===== config.mk =====
export PLATFORM = sky130hd
export DESIGN_NAME = q2e_delay
export DESIGN_NICKNAME = d
export VERILOG_FILES = /design/src/hw/rtl/q2e_delay.sv
export SDC_FILE = /design/constraint.sdc
export NUM_CORES = 1
export LEC_CHECK = 0
export BUFFER_PORTS_ARGS = -buffer_cell sky130_fd_sc_hd__buf_4
export CAP_MARGIN = 30
export CORE_AREA = 2 2 39 41
export DETAILED_ROUTE_END_ITERATION = 10
export DIE_AREA = 0 0 41 43
export SLEW_MARGIN = 15
export SYNTH_ARGS = -nofsm -noshare
export SYNTH_HDL_FRONTEND = slang
export SYNTH_SLANG_ARGS = --single-unit
export TNS_END_PERCENT = 10

===== constraint.sdc =====
create_clock -name clk -period 2 [get_ports clk]
set_clock_uncertainty 0.05 [all_clocks]
set_input_delay 0.2 -clock clk [delete_from_list [all_inputs] [get_ports clk]]
set_output_delay 0.2 -clock clk [all_outputs]
set_load 0.02 [all_outputs]

===== src/hw/rtl/q2e_delay.sv =====
// ----------------------------------------------------------------------------
// q2e_delay
// stalling shift line that carries side data and its valid bit
// ----------------------------------------------------------------------------
module q2e_delay #(
	parameter int WIDTH = 8,
	parameter int DEPTH = 1
) (
	input  logic             clk,
	input  logic             arst_n,
	input  logic             en,
	input  logic             vld_in,
	input  logic [WIDTH-1:0] din,
	output logic             vld_out,
	output logic [WIDTH-1:0] dout
);

	logic [WIDTH-1:0] dat_q [DEPTH];
	logic [DEPTH-1:0] vld_q;

	always_ff @(posedge clk or negedge arst_n) begin
		if (!arst_n) begin
			vld_q <= '0;
		end else if (en) begin
			vld_q[0] <= vld_in;
			for (int k = 1; k < DEPTH; k++)
				vld_q[k] <= vld_q[k-1];
		end
	end

	always_ff @(posedge clk) begin
		if (en) begin
			dat_q[0] <= din;
			for (int k = 1; k < DEPTH; k++)
				dat_q[k] <= dat_q[k-1];
		end
	end

	assign vld_out = vld_q[DEPTH-1];
	assign dout    = dat_q[DEPTH-1];

endmodule


# After elaboration in Yosys (flattened, before gate mapping)
# Memories as Yosys holds them, arrays and structs flattened.
# Index checks and enable logic that the tools add are counted.
# classes
mux	2
# op_table
op	n
$mux 1	2
# totals
out_inout_bits	9
ff_bits	1
word_cells	4
ramBits	8
n_memories	1
inputBits	12
# mem_list
memory	depth	word_bits	read_ports	rd_clocked_by_memory_dff	wr	line_no	rtl
dat_q	1	8	1	0	1	18	logic [WIDTH-1:0] dat_q [DEPTH];

# Longest topological paths before layout
# depth
word_depth	2
depth_mapped	1
depth_no_buf	1

# Least setup slack after synthesis
# OpenSTA, ideal clock, no wires.
# synth_path
path_type	reg2reg
start	reg, netlist name vld_out
end	reg vld_q (netlist: vld_out)
setup_slack_ns	1.115
arrival_time_ns	0.710
path_buffers	0
setup_ns	0.125
path_stages_with_launch	2
synth_period_minus_slack_ns	0.885
required_time_ns	1.825
cell_sequence	dfrtp_1 -> mux2_4
# synth_lines
element	line_no	rtl
end signal: indexed assignment	27	vld_q[k] <= vld_q[k-1];
end: declaration	19	logic [DEPTH-1:0] vld_q;

# Worst setup path after layout
# layout_path
start	mem dat_q[0][5]
end	out dout[5]
# layout_via
elab_chain_len	1
# layout_lines
element	line_no	rtl
start: declaration	18	
$mem_v2 1x8	n/a	
end: declaration	15	output logic [WIDTH-1:0] dout
# Every way passes these cells.

==> results.sh <==
export IMPL_arrival_ns=0.81
export IMPL_synth_common_cells="8 x edfxtp_1, 1 x dfrtp_1, 1 x mux2_4"
export IMPL_std_cell_rows=14
export IMPL_synth_most_common_cell="edfxtp_1"
export IMPL_ant_nets=0
export IMPL_cts_buffer_depth=2
export IMPL_yosys_area_top_type_share=0.8571
export IMPL_min_period_ns=1.063
export IMPL_fin_area_um2=486.7
export IMPL_wl_per_cell_um=10.98
export IMPL_h_tree_depth=1
export IMPL_gp_congestion=0.6439
export IMPL_max_cap_violations=0
export IMPL_yosys_area_top_type="edfxtp_1"
export IMPL_drc_errors=0
export IMPL_diodes=0
export IMPL_num_vias=179
export IMPL_whs_ns=0.07105
export IMPL_cp_slowest_cell="edfxtp_1"
export IMPL_dp_slack_ns=1.158
export IMPL_antenna_found_initial=0
export IMPL_drive_gt1_frac=0.6857
export IMPL_wl_um=560
export IMPL_cts_tree="yes"
export IMPL_met3_wirelength_um=103
export IMPL_synth_edff_count=8
export IMPL_syn_to_final_growth_pct=73.66
export IMPL_synth_seq_cells=9
export IMPL_hold_violations=0
export IMPL_mappedNetlistNets=22
export IMPL_rsz0062_at_grt="false"
export IMPL_grt_overflow_total=0
export IMPL_power_mw=0.4257
export IMPL_maxUsedRoutingLayer="met3"
export IMPL_path_cells="buf_4"
export IMPL_fin_util=0.3517
export IMPL_grt_pass1_wl_um=883
export IMPL_dp_cells=46
export IMPL_max_slew_margin=0.9214
export IMPL_root_buffer="clkbuf_4"
export IMPL_synth_top_cells_by_area="edfxtp_1 86%, dfrtp_1 8.9%, mux2_4 5.4%"
export IMPL_port_buffers=20
export IMPL_synth_warnings=0
export IMPL_io_pins=21
export IMPL_syn_area_um2=280.3
export IMPL_crit_buf_inv=1
export IMPL_required_ns=1.75
export IMPL_die_h_um=43
export IMPL_yosys_cell_types_count=3
export IMPL_worstHoldPathType="in -> reg"
export IMPL_syn_inst=10
export IMPL_fin_crit_sh=0.5313
export IMPL_ctsResizeCount=0
export IMPL_grt_max_degree=10
export IMPL_async_flop_share=0.1111
export IMPL_postLayoutSetupSlackWorst_ns=0.9375
export IMPL_worst_pin_slew_ns=0.1178
export IMPL_vias_per_cell=3.510
export IMPL_coreArea_um2=1384
export IMPL_slowest_delay_ns=0.39
export IMPL_yosysSeqAreaShare=0.9464
export IMPL_drt_iter0_drc=0
export IMPL_syn_avg_cell_area_um2=28.03
export IMPL_wl_met1_um=268
export IMPL_fmax_ghz=0.9412
export IMPL_crit_path_end_kind="primary output"
export IMPL_status="finished, final reports clean"
export IMPL_cp_max_fo=1
export IMPL_grt_pass1_vias=208
export IMPL_grtUsageTotal=0.07975
export IMPL_cp_top_family="flip-flops"
export IMPL_design_die_area_um2=1763
export IMPL_cts_made_buffers=3
export IMPL_dr_wl_met2_um=189
export IMPL_worstSetupPathType="reg -> out"
export IMPL_initial_core_util=0.2025
export IMPL_fin_nets=48
export IMPL_clock_sinks=9
export IMPL_powerDensity_nw_per_um2=874.6
export IMPL_critPathLaunchType="register"
export IMPL_finalSetupViolCount=0
export IMPL_stdcell_count=51
export IMPL_clk_insertion_delay_late_ns=0.25
export IMPL_placed_area_um2=450.4
export IMPL_fp_dieW_um=41
export IMPL_clk_pin_slew_ns=0.06
export IMPL_first_pass_iters=1
export IMPL_drv_slew=0
export IMPL_final_setup_tns_ns=0
export IMPL_synth_ff_type="edfxtp_1"
export IMPL_leakage_nw=0.2135
export IMPL_vdd_drop_max_mv=0.2927
-- path summary, 6_finish.rpt --
path,cells after the start,endpoint,slack [ns],startpoint
setup reg to reg,1,vld_out$_DFFE_PN0P_,1.19,vld_out$_DFFE_PN0P_
hold reg to reg,1,vld_out$_DFFE_PN0P_,0.48,vld_out$_DFFE_PN0P_
min in group asynchronous,2,vld_out$_DFFE_PN0P_,0.21,arst_n
setup / recovery,1,dout[5],0.94,dat_q[0][5]$_DFFE_PP_
hold / removal,1,dat_q[0][4]$_DFFE_PP_,0.07,din[4]
max in group asynchronous,2,vld_out$_DFFE_PN0P_,1.61,arst_n
-- timing repair --
action | in CTS | in global routing
setup buffers | 0 | 0
hold buffers | 1 | 0
hold endpoints to repair | 1 | 0
-- flip-flops by register name, summed over array words and instances (netlist names) --
| name | cells |
|---|---|
| vld_out | 1 |
| dat_q | 8 |
-- routing by layer --
| metal | vias to the layer above | track usage |
|---|---|---|
| met1 | 70 | 0.1160 |
| met3 | 0 | 0.03665 |
| met5 | - | 0 |
| li1 | 88 | - |
| met4 | 0 | 0.06000 |
| met2 | 21 | 0.08750 |
-- final cells by class --
cell class / instances / area, um^2
clock buffer: 4 / 26.28
multi-input combinational: 1 / 15.01
timing repair buffer: 21 / 160.2
fill: 150 / 897.1
sequential: 9 / 265.3
tap: 16 / 20.02
-- cell usage in the layout (no fill, tap or decap), drive strengths merged --
cell,count
buf,20
edfxtp,8
clkbuf,4
mux2,1
dlygate4sd3,1
dfrtp,1
-- where the power goes --
part	switching, mW	internal (mW)
combinational	0.0310	0.0354
sequential	0.00511	0.222
clock	0.0562	0.0764
-- logic make-up (layout without fill, tap and decap cells) --
logic type,count (synthesis),in the layout,share of synthesized area
buffers and inverters,0,25,0
flip-flops,9,9,0.9464
multiplexers,1,1,0.05356
Power figures use the tool's default switching activity.
