### src/hw/rtl/q2e_pkg.sv
// ----------------------------------------------------------------------------
// q2e_pkg
// shared constants and the arctangent table for the quaternion to euler block
// ----------------------------------------------------------------------------
package q2e_pkg;

	localparam int CORDIC_STAGES_DEF = 16;
	localparam int TAB_LEN           = 24;
	localparam int SQRT_STEPS        = 31;
	localparam int QW                = 16;
	localparam int VW                = 32;
	localparam int CW                = 36;
	localparam int AW                = 16;
	localparam int PW                = 15;

	localparam logic signed [CW-1:0] PI_Q30    = 36'sd3373259426;
	localparam logic signed [34:0]   ONE_Q30   = 35'sd1073741824;
	localparam logic signed [18:0]   PI_Q13    = 19'sd25736;
	localparam logic signed [18:0]   HPI_Q13   = 19'sd12868;

	localparam logic [31:0] ATAN_TAB [TAB_LEN] = '{
		32'h3243F6A8, 32'h1DAC6705, 32'h0FADBAFC, 32'h07F56EA6, 32'h03FEAB76, 32'h01FFD55B,
		32'h00FFFAAA, 32'h007FFF55, 32'h003FFFEA, 32'h001FFFFD, 32'h000FFFFF, 32'h0007FFFF,
		32'h0003FFFF, 32'h0001FFFF, 32'h0000FFFF, 32'h00007FFF, 32'h00003FFF, 32'h00001FFF,
		32'h00000FFF, 32'h000007FF, 32'h000003FF, 32'h000001FF, 32'h000000FF, 32'h0000007F
	};

	function automatic logic signed [VW-1:0] sat_one(input logic signed [34:0] v);
		logic signed [34:0] r;
		r = v;
		if (v > ONE_Q30)
			r = ONE_Q30;
		else if (v < -ONE_Q30)
			r = -ONE_Q30;
		return r[VW-1:0];
	endfunction

endpackage

### src/hw/rtl/q2e_sqrt.sv
// ----------------------------------------------------------------------------
// q2e_sqrt
// pipelined integer square root, one result bit per stage
// ----------------------------------------------------------------------------
module q2e_sqrt (
	input  logic                  clk,
	input  logic                  arst_n,
	input  logic                  en,
	input  logic                  vld_in,
	input  logic [60:0]           rad,
	output logic                  vld_out,
	output logic [q2e_pkg::VW-1:0] root
);

	localparam int N = q2e_pkg::SQRT_STEPS;

	logic [60:0]  n_q [N+1];
	logic [60:0]  r_q [N+1];
	logic [N:0]   v_q;

	assign n_q[0] = rad;
	assign r_q[0] = '0;
	assign v_q[0] = vld_in;

	for (genvar k = 0; k < N; k++) begin : g_step
		localparam logic [60:0] BIT = 61'd1 << (60 - 2 * k);
		logic [60:0] trial;
		assign trial = r_q[k] + BIT;

		always_ff @(posedge clk or negedge arst_n) begin
			if (!arst_n) begin
				v_q[k+1] <= 1'b0;
			end else if (en) begin
				v_q[k+1] <= v_q[k];
			end
		end

		always_ff @(posedge clk) begin
			if (en) begin
				if (n_q[k] >= trial) begin
					n_q[k+1] <= n_q[k] - trial;
					r_q[k+1] <= (r_q[k] >> 1) + BIT;
				end else begin
					n_q[k+1] <= n_q[k];
					r_q[k+1] <= r_q[k] >> 1;
				end
			end
		end
	end

	assign vld_out = v_q[N];
	assign root    = r_q[N][q2e_pkg::VW-1:0];

endmodule

### config.mk
export PLATFORM = sky130hd
export DESIGN_NAME = q2e_sqrt
export DESIGN_NICKNAME = d
export VERILOG_FILES = /design/src/hw/rtl/q2e_pkg.sv /design/src/hw/rtl/q2e_sqrt.sv
export SDC_FILE = /design/constraint.sdc
export NUM_CORES = 2
export LEC_CHECK = 0
export BUFFER_PORTS_ARGS = -buffer_cell sky130_fd_sc_hd__buf_2
export CORE_MARGIN = 3
export CORE_UTILIZATION = 30
export DETAILED_ROUTE_END_ITERATION = 8
export PLACE_DENSITY = 0.42
export SLEW_MARGIN = 20
export SYNTH_ARGS = -nofsm -noshare
export SYNTH_HDL_FRONTEND = slang
export SYNTH_SLANG_ARGS = --single-unit
### constraint.sdc
create_clock -name clk -period 4.6 [get_ports clk]
set_clock_uncertainty 0.05 [all_clocks]
set_input_delay 0.69 -clock clk [delete_from_list [all_inputs] [get_ports clk]]
set_output_delay 0.69 -clock clk [all_outputs]
set_load 0.005 [all_outputs]
# Yosys cells after proc, flatten, opt, wreduce, memory -nomap -nowiden

Index checks and enable logic that the tools add are counted.

Register bits after elaboration: 3723
Bits of input ports: 65
Output and inout port bits: 33
Logic and storage cells: 303

Add/subtract/negate cells: 90
Magnitude comparators: 31
Muxes and demuxes: 61

Operators with widths:

| kind                   | count |
|---|---|
| $mux 61                | 31 |
| $ge 61x61->1           | 30 |
| $sub 61x61->61         | 29 |
| $mux 60                | 29 |
| $add 60x11->61 const B | 1 |
| $add 60x13->61 const B | 1 |
| $add 60x15->61 const B | 1 |
| $add 60x17->61 const B | 1 |
| $add 60x19->61 const B | 1 |
| $add 60x21->61 const B | 1 |
| $add 60x23->61 const B | 1 |
| $add 60x25->61 const B | 1 |
| $add 60x27->61 const B | 1 |
| $add 60x29->61 const B | 1 |
| $add 60x3->61 const B  | 1 |
| $add 60x31->61 const B | 1 |
| $add 60x33->61 const B | 1 |
| $add 60x35->61 const B | 1 |
| $add 60x37->61 const B | 1 |
| $add 60x39->61 const B | 1 |
| $add 60x41->61 const B | 1 |
| $add 60x43->61 const B | 1 |
| $add 60x45->61 const B | 1 |
| $add 60x47->61 const B | 1 |
| other kinds (43)       | 43 |

# Longest topological paths before layout

Word-level depth: 3
Depth in mapped cells: 14

# Worst setup path before layout

Ideal clock, no wire load.

Kind: reg2reg
Start: reg n_q[229] (netlist bit)
End: reg n_q[179] (netlist bit) (data pin)
Arrival time: 3.241 ns
Required time: 4.279 ns
Setup slack: 1.037 ns
Stages on the path, launching flop included: 12
Path buffers: 1
Clock period less this slack: 3.563 ns
Cell sequence: edfxtp_1 or4_4 or3_4 or3_1 or4_1 nor4b_2 o211a_1 a21boi_4 a211o_1 buf_4 nor4_1 xor2_1

Cells in the longest elaborated chain, start to end: 2
Elaborated cells on any way between the ends: 3

RTL lines:

| what                                           | RTL line                       | RTL |
|---|---|---|
| from (decl)                                    | q2e_sqrt.sv:17                 | `logic [60:0] n_q [N+1];` |
| from (signal, indexed assignment)              | q2e_sqrt.sv:41                 | `n_q[k+1] <= n_q[k] - trial;` |
| from (signal, indexed assignment)              | q2e_sqrt.sv:44                 | `n_q[k+1] <= n_q[k];` |
| $sub 61x61->61 or $ge 61x61->1 (tied branches) | q2e_sqrt.sv:41, q2e_sqrt.sv:40 |  |
| $mux 61 (*)                                    | q2e_sqrt.sv:40                 | `if (n_q[k] >= trial) begin` |

Mark *: on every way between the ends. The rest lies on a longest branch, timed or not.
A chain may end at the register's enable or synchronous reset.

# Final worst setup path

Start: reg n_q[282] (netlist bit)
End: reg n_q[230] (netlist bit) (data pin)

The elaborated chain is that of the path after synthesis.

==> results.tsv <==
stage	metric	value	unit
floorplanning	num_rows	224	
sta	max-slew-margin-rel	29.0	%
floorplanning	die_w	618	um
run_status	status	finished clean	
clock_tree	cts_tree	built	
cells_and_area	drive_gt1_share	8.60	%
cells_and_area	fin_nets	9834	
sta	fmax	235	MHz
sta	totalNegativeSetupSlack	0	ns
pwr	ir_worst_vdd	0.000285	V
job	maxCapViolCount	0	
floorplanning	io_pins	98	
sta	worst_pin_slew	1.06	ns
grt	grt_pass1_vias	70400	
drt	vias_per_cell	4.89	
drt	drt_iter0_drc	5748	
worst_setup_path	critPathLaunchType	flop	
placement	gp_congestion	0.856	
clock_tree	cts-root-buf	clkbuf_16	
synthesis	synthFlopType	edfxtp_1	
placement	io_buffers	96	
clock_tree	cts_sinks	2357	
synthesis	synth_seq_cells	2357	
sta	period_needed	4.26	ns
worst_setup_path	critPathMaxStageDelay	0.65	ns
clock_tree	clk_pin_slew	0.06	ns
hold_path	hp-class	input pin to asynchronous set/reset pin	
sta	hold_viol	0	
synthesis	yosysWarnings	0	
worst_setup_path	worstPathCellList	or4_1, or3_1, nor3_2, and4_1, or4_4, nor2_8, nor4b_2, nand2b_1, nor4_1, xor2_1	
synthesis	syn_area	0.112	mm^2
clock_tree	cts_buffer_depth	4	
grt	grt_pass1_wl	446	mm
placement	dp_hpwl	226	mm
worst_setup_path	cpMaxStageDelayCell	or4_1	
drt	ant_nets	0	
worst_setup_path	end_kind	flop	
pwr	p_total	65.7	mW
cells_and_area	syn2layout_area_growth	15.0	%
drt	post-route-drc-count	0	
pwr	power_leakage	48.2	nW
synthesis	netlist_instances	8868	
drt	num_vias	70700	
clock_tree	htree_levels	5	
grt	grt_max_degree	191	
clock_tree	clock_latency	0.91	ns
worst_setup_path	path_class	flop to flop	
grt	overflow	0	
synthesis	syn_area_per_cell	12.7	um^2
synthesis	synth_edf_count	2326	
floorplanning	core	0.372	mm^2
floorplanning	initial_core_util	30.1	%
sta	setup_violations	0	
grt	grtUsageTotal	15.2	%
worst_setup_path	critPathMaxFanout	6	
drt	wire_per_inst	20.6	um
synthesis	ys_seq_area_share	62.9	%
floorplanning	die_area	0.382	mm^2
clock_tree	cts_buffers	283	
sta	finalCritPeriodShare	92.6	%
clock_tree	cts_setup_buffers	0	
synthesis	synth_cell_type_count	94	
synthesis	async_flop_share	1.32	%
worst_setup_path	critPathArrivalTime	4.81	ns
sta	rsz0062_at_grt	false	
drt	first_pass_iters	6	
floorplanning	die_h	618	um
drt	routed_wl	298	mm
cells_and_area	layout_common_cells	edfxtp_1 (2326), inv_1 (644), a21oi_1 (573)	
worst_setup_path	cp.required	5.15	ns
grt	antenna_found_initial	21	
cells_and_area	final_common_cell	edfxtp_1	
sta	drv_slew	0	
pwr	p_per_area	509	mW/mm^2
==> path summary, 6_finish.rpt <==
| path | end | startpoint | slack, ns | cells after the start |
|---|---|---|---|---|
| worst max-delay path | n_q[230] | n_q[282] | 0.34 | 10 |
| worst min-delay path | vld_out | arst_n | 0.33 | 2 |
| worst max register to register | n_q[230] | n_q[282] | 0.34 | 10 |
| worst min register to register | r_q[149] | r_q[211] | 0.38 | 0 |
| max in group asynchronous | v_q[24] | arst_n | 3.73 | 2 |
| min in group clk | n_q[1262] | en | 0.36 | 1 |
==> worst max-delay path: cells and delay by family, from the launching register on <==
| family | cells | cell delay (ns) |
|---|---|---|
| xor gates and xnor gates | 1 | 0.13 |
| DFF | 1 | 0.49 |
| and+or+nand+nor | 9 | 3.30 |
==> registers in the layout, summed over array words and instances, names as in the netlist <==
signal / count
n_q: 1830
r_q: 465
root: 31
v_q: 30
vld_out: 1
==> cell type report <==
type	instances	area, um^2
Antenna cell	5	12.5
Fill cell	36400	243000
Clock buffer	351	7530
Clock inverter	150	1560
Tap cell	4972	6220
Sequential cell	2357	70600
Multi-Input combinational cell	5679	38600
Timing Repair Buffer	278	2240
Inverter	647	2430
==> layer usage <==
metal	share of wire, %	track usage (%)
met2	49	26.2
met1	45	20.2
met3	4.6	2.34
met5	0.0067	0
met4	1.8	3.15
==> logic make-up (layout without fill, tap and decap cells) <==
logic type	count (synthesis)	count (layout)	synth area share, %
other cells	1	7	0.00334
fa+ha+maj	523	523	5.83
mux	117	117	1.16
simple gates	2563	2563	11.9
xor+xnor	801	801	6.25
flops	2357	2357	62.9
buf+inv	833	1426	2.81
compound gates	1673	1673	9.16
==> power breakdown <==
| group | internal [mW] | total (mW) | switching (mW) | leakage (nW) |
|---|---|---|---|---|
| registers | 27.5 | 30.0 | 2.51 | 22.8 |
| logic | 5.66 | 13.7 | 8.07 | 21.0 |
| clock network | 13.0 | 22.0 | 9.01 | 4.43 |
| total | 46.1 | 65.7 | 19.6 | 48.2 |
==> synthesized netlist by cell type (all sizes together) (19+ instances only) <==
| cell | count | area (um^2) |
|---|---|---|
| o21bai | 47 | 353 |
| nor2b | 72 | 450 |
| a211o | 21 | 184 |
| xor2 | 374 | 3280 |
| o211ai | 28 | 215 |
| o21a | 79 | 593 |
| nand3b | 30 | 225 |
| a211oi | 32 | 240 |
| inv | 646 | 2420 |
| and4 | 20 | 175 |
| or3 | 97 | 612 |
| nand4 | 145 | 907 |
| nor2 | 563 | 2130 |
| a21oi | 573 | 2870 |
| and2 | 35 | 219 |
| nand3 | 144 | 726 |
| o31ai | 32 | 240 |
| nor3 | 220 | 1100 |
| ha | 523 | 6540 |
| a21boi | 19 | 165 |
| nand4b | 26 | 240 |
| or4 | 66 | 507 |
| edfxtp | 2326 | 69800 |
| a21o | 244 | 1830 |
| nand2b | 94 | 588 |
| buf | 27 | 133 |
| or2 | 40 | 250 |
| clkbuf | 159 | 597 |
| nand2 | 549 | 2060 |
| o21ai | 418 | 2090 |
| and3 | 44 | 275 |
| a31oi | 44 | 282 |
| dfrtp | 31 | 776 |
| nor4 | 323 | 2040 |
| mux2 | 108 | 1220 |
| nor4b | 44 | 398 |
| xnor2 | 427 | 3740 |
==> stage by stage <==
step                      util (%)  instance area (um^2)  instances  worst slack, ns  hold slack, ns
after floorplan                  -                112000       8869             1.04           0.344
after global placement        32.1                119000      13900            0.149           0.380
after detailed placement      32.1                119000      13900            0.127           0.376
after CTS                     34.7                129000      14400            0.105           0.225
after global routing          34.7                129000      14400            0.164           0.250
final                         34.7                129000      14400            0.341           0.326
==> timing repair <==
| action | 4_1_cts | 5_1_grt |
|---|---|---|
| hold endpoints to repair | 93 | 0 |
| resized for setup | 0 | 2 |
| hold buffers | 63 | 0 |
| setup endpoints to repair | 0 | 3 |
Power figures use the tool's default switching activity.
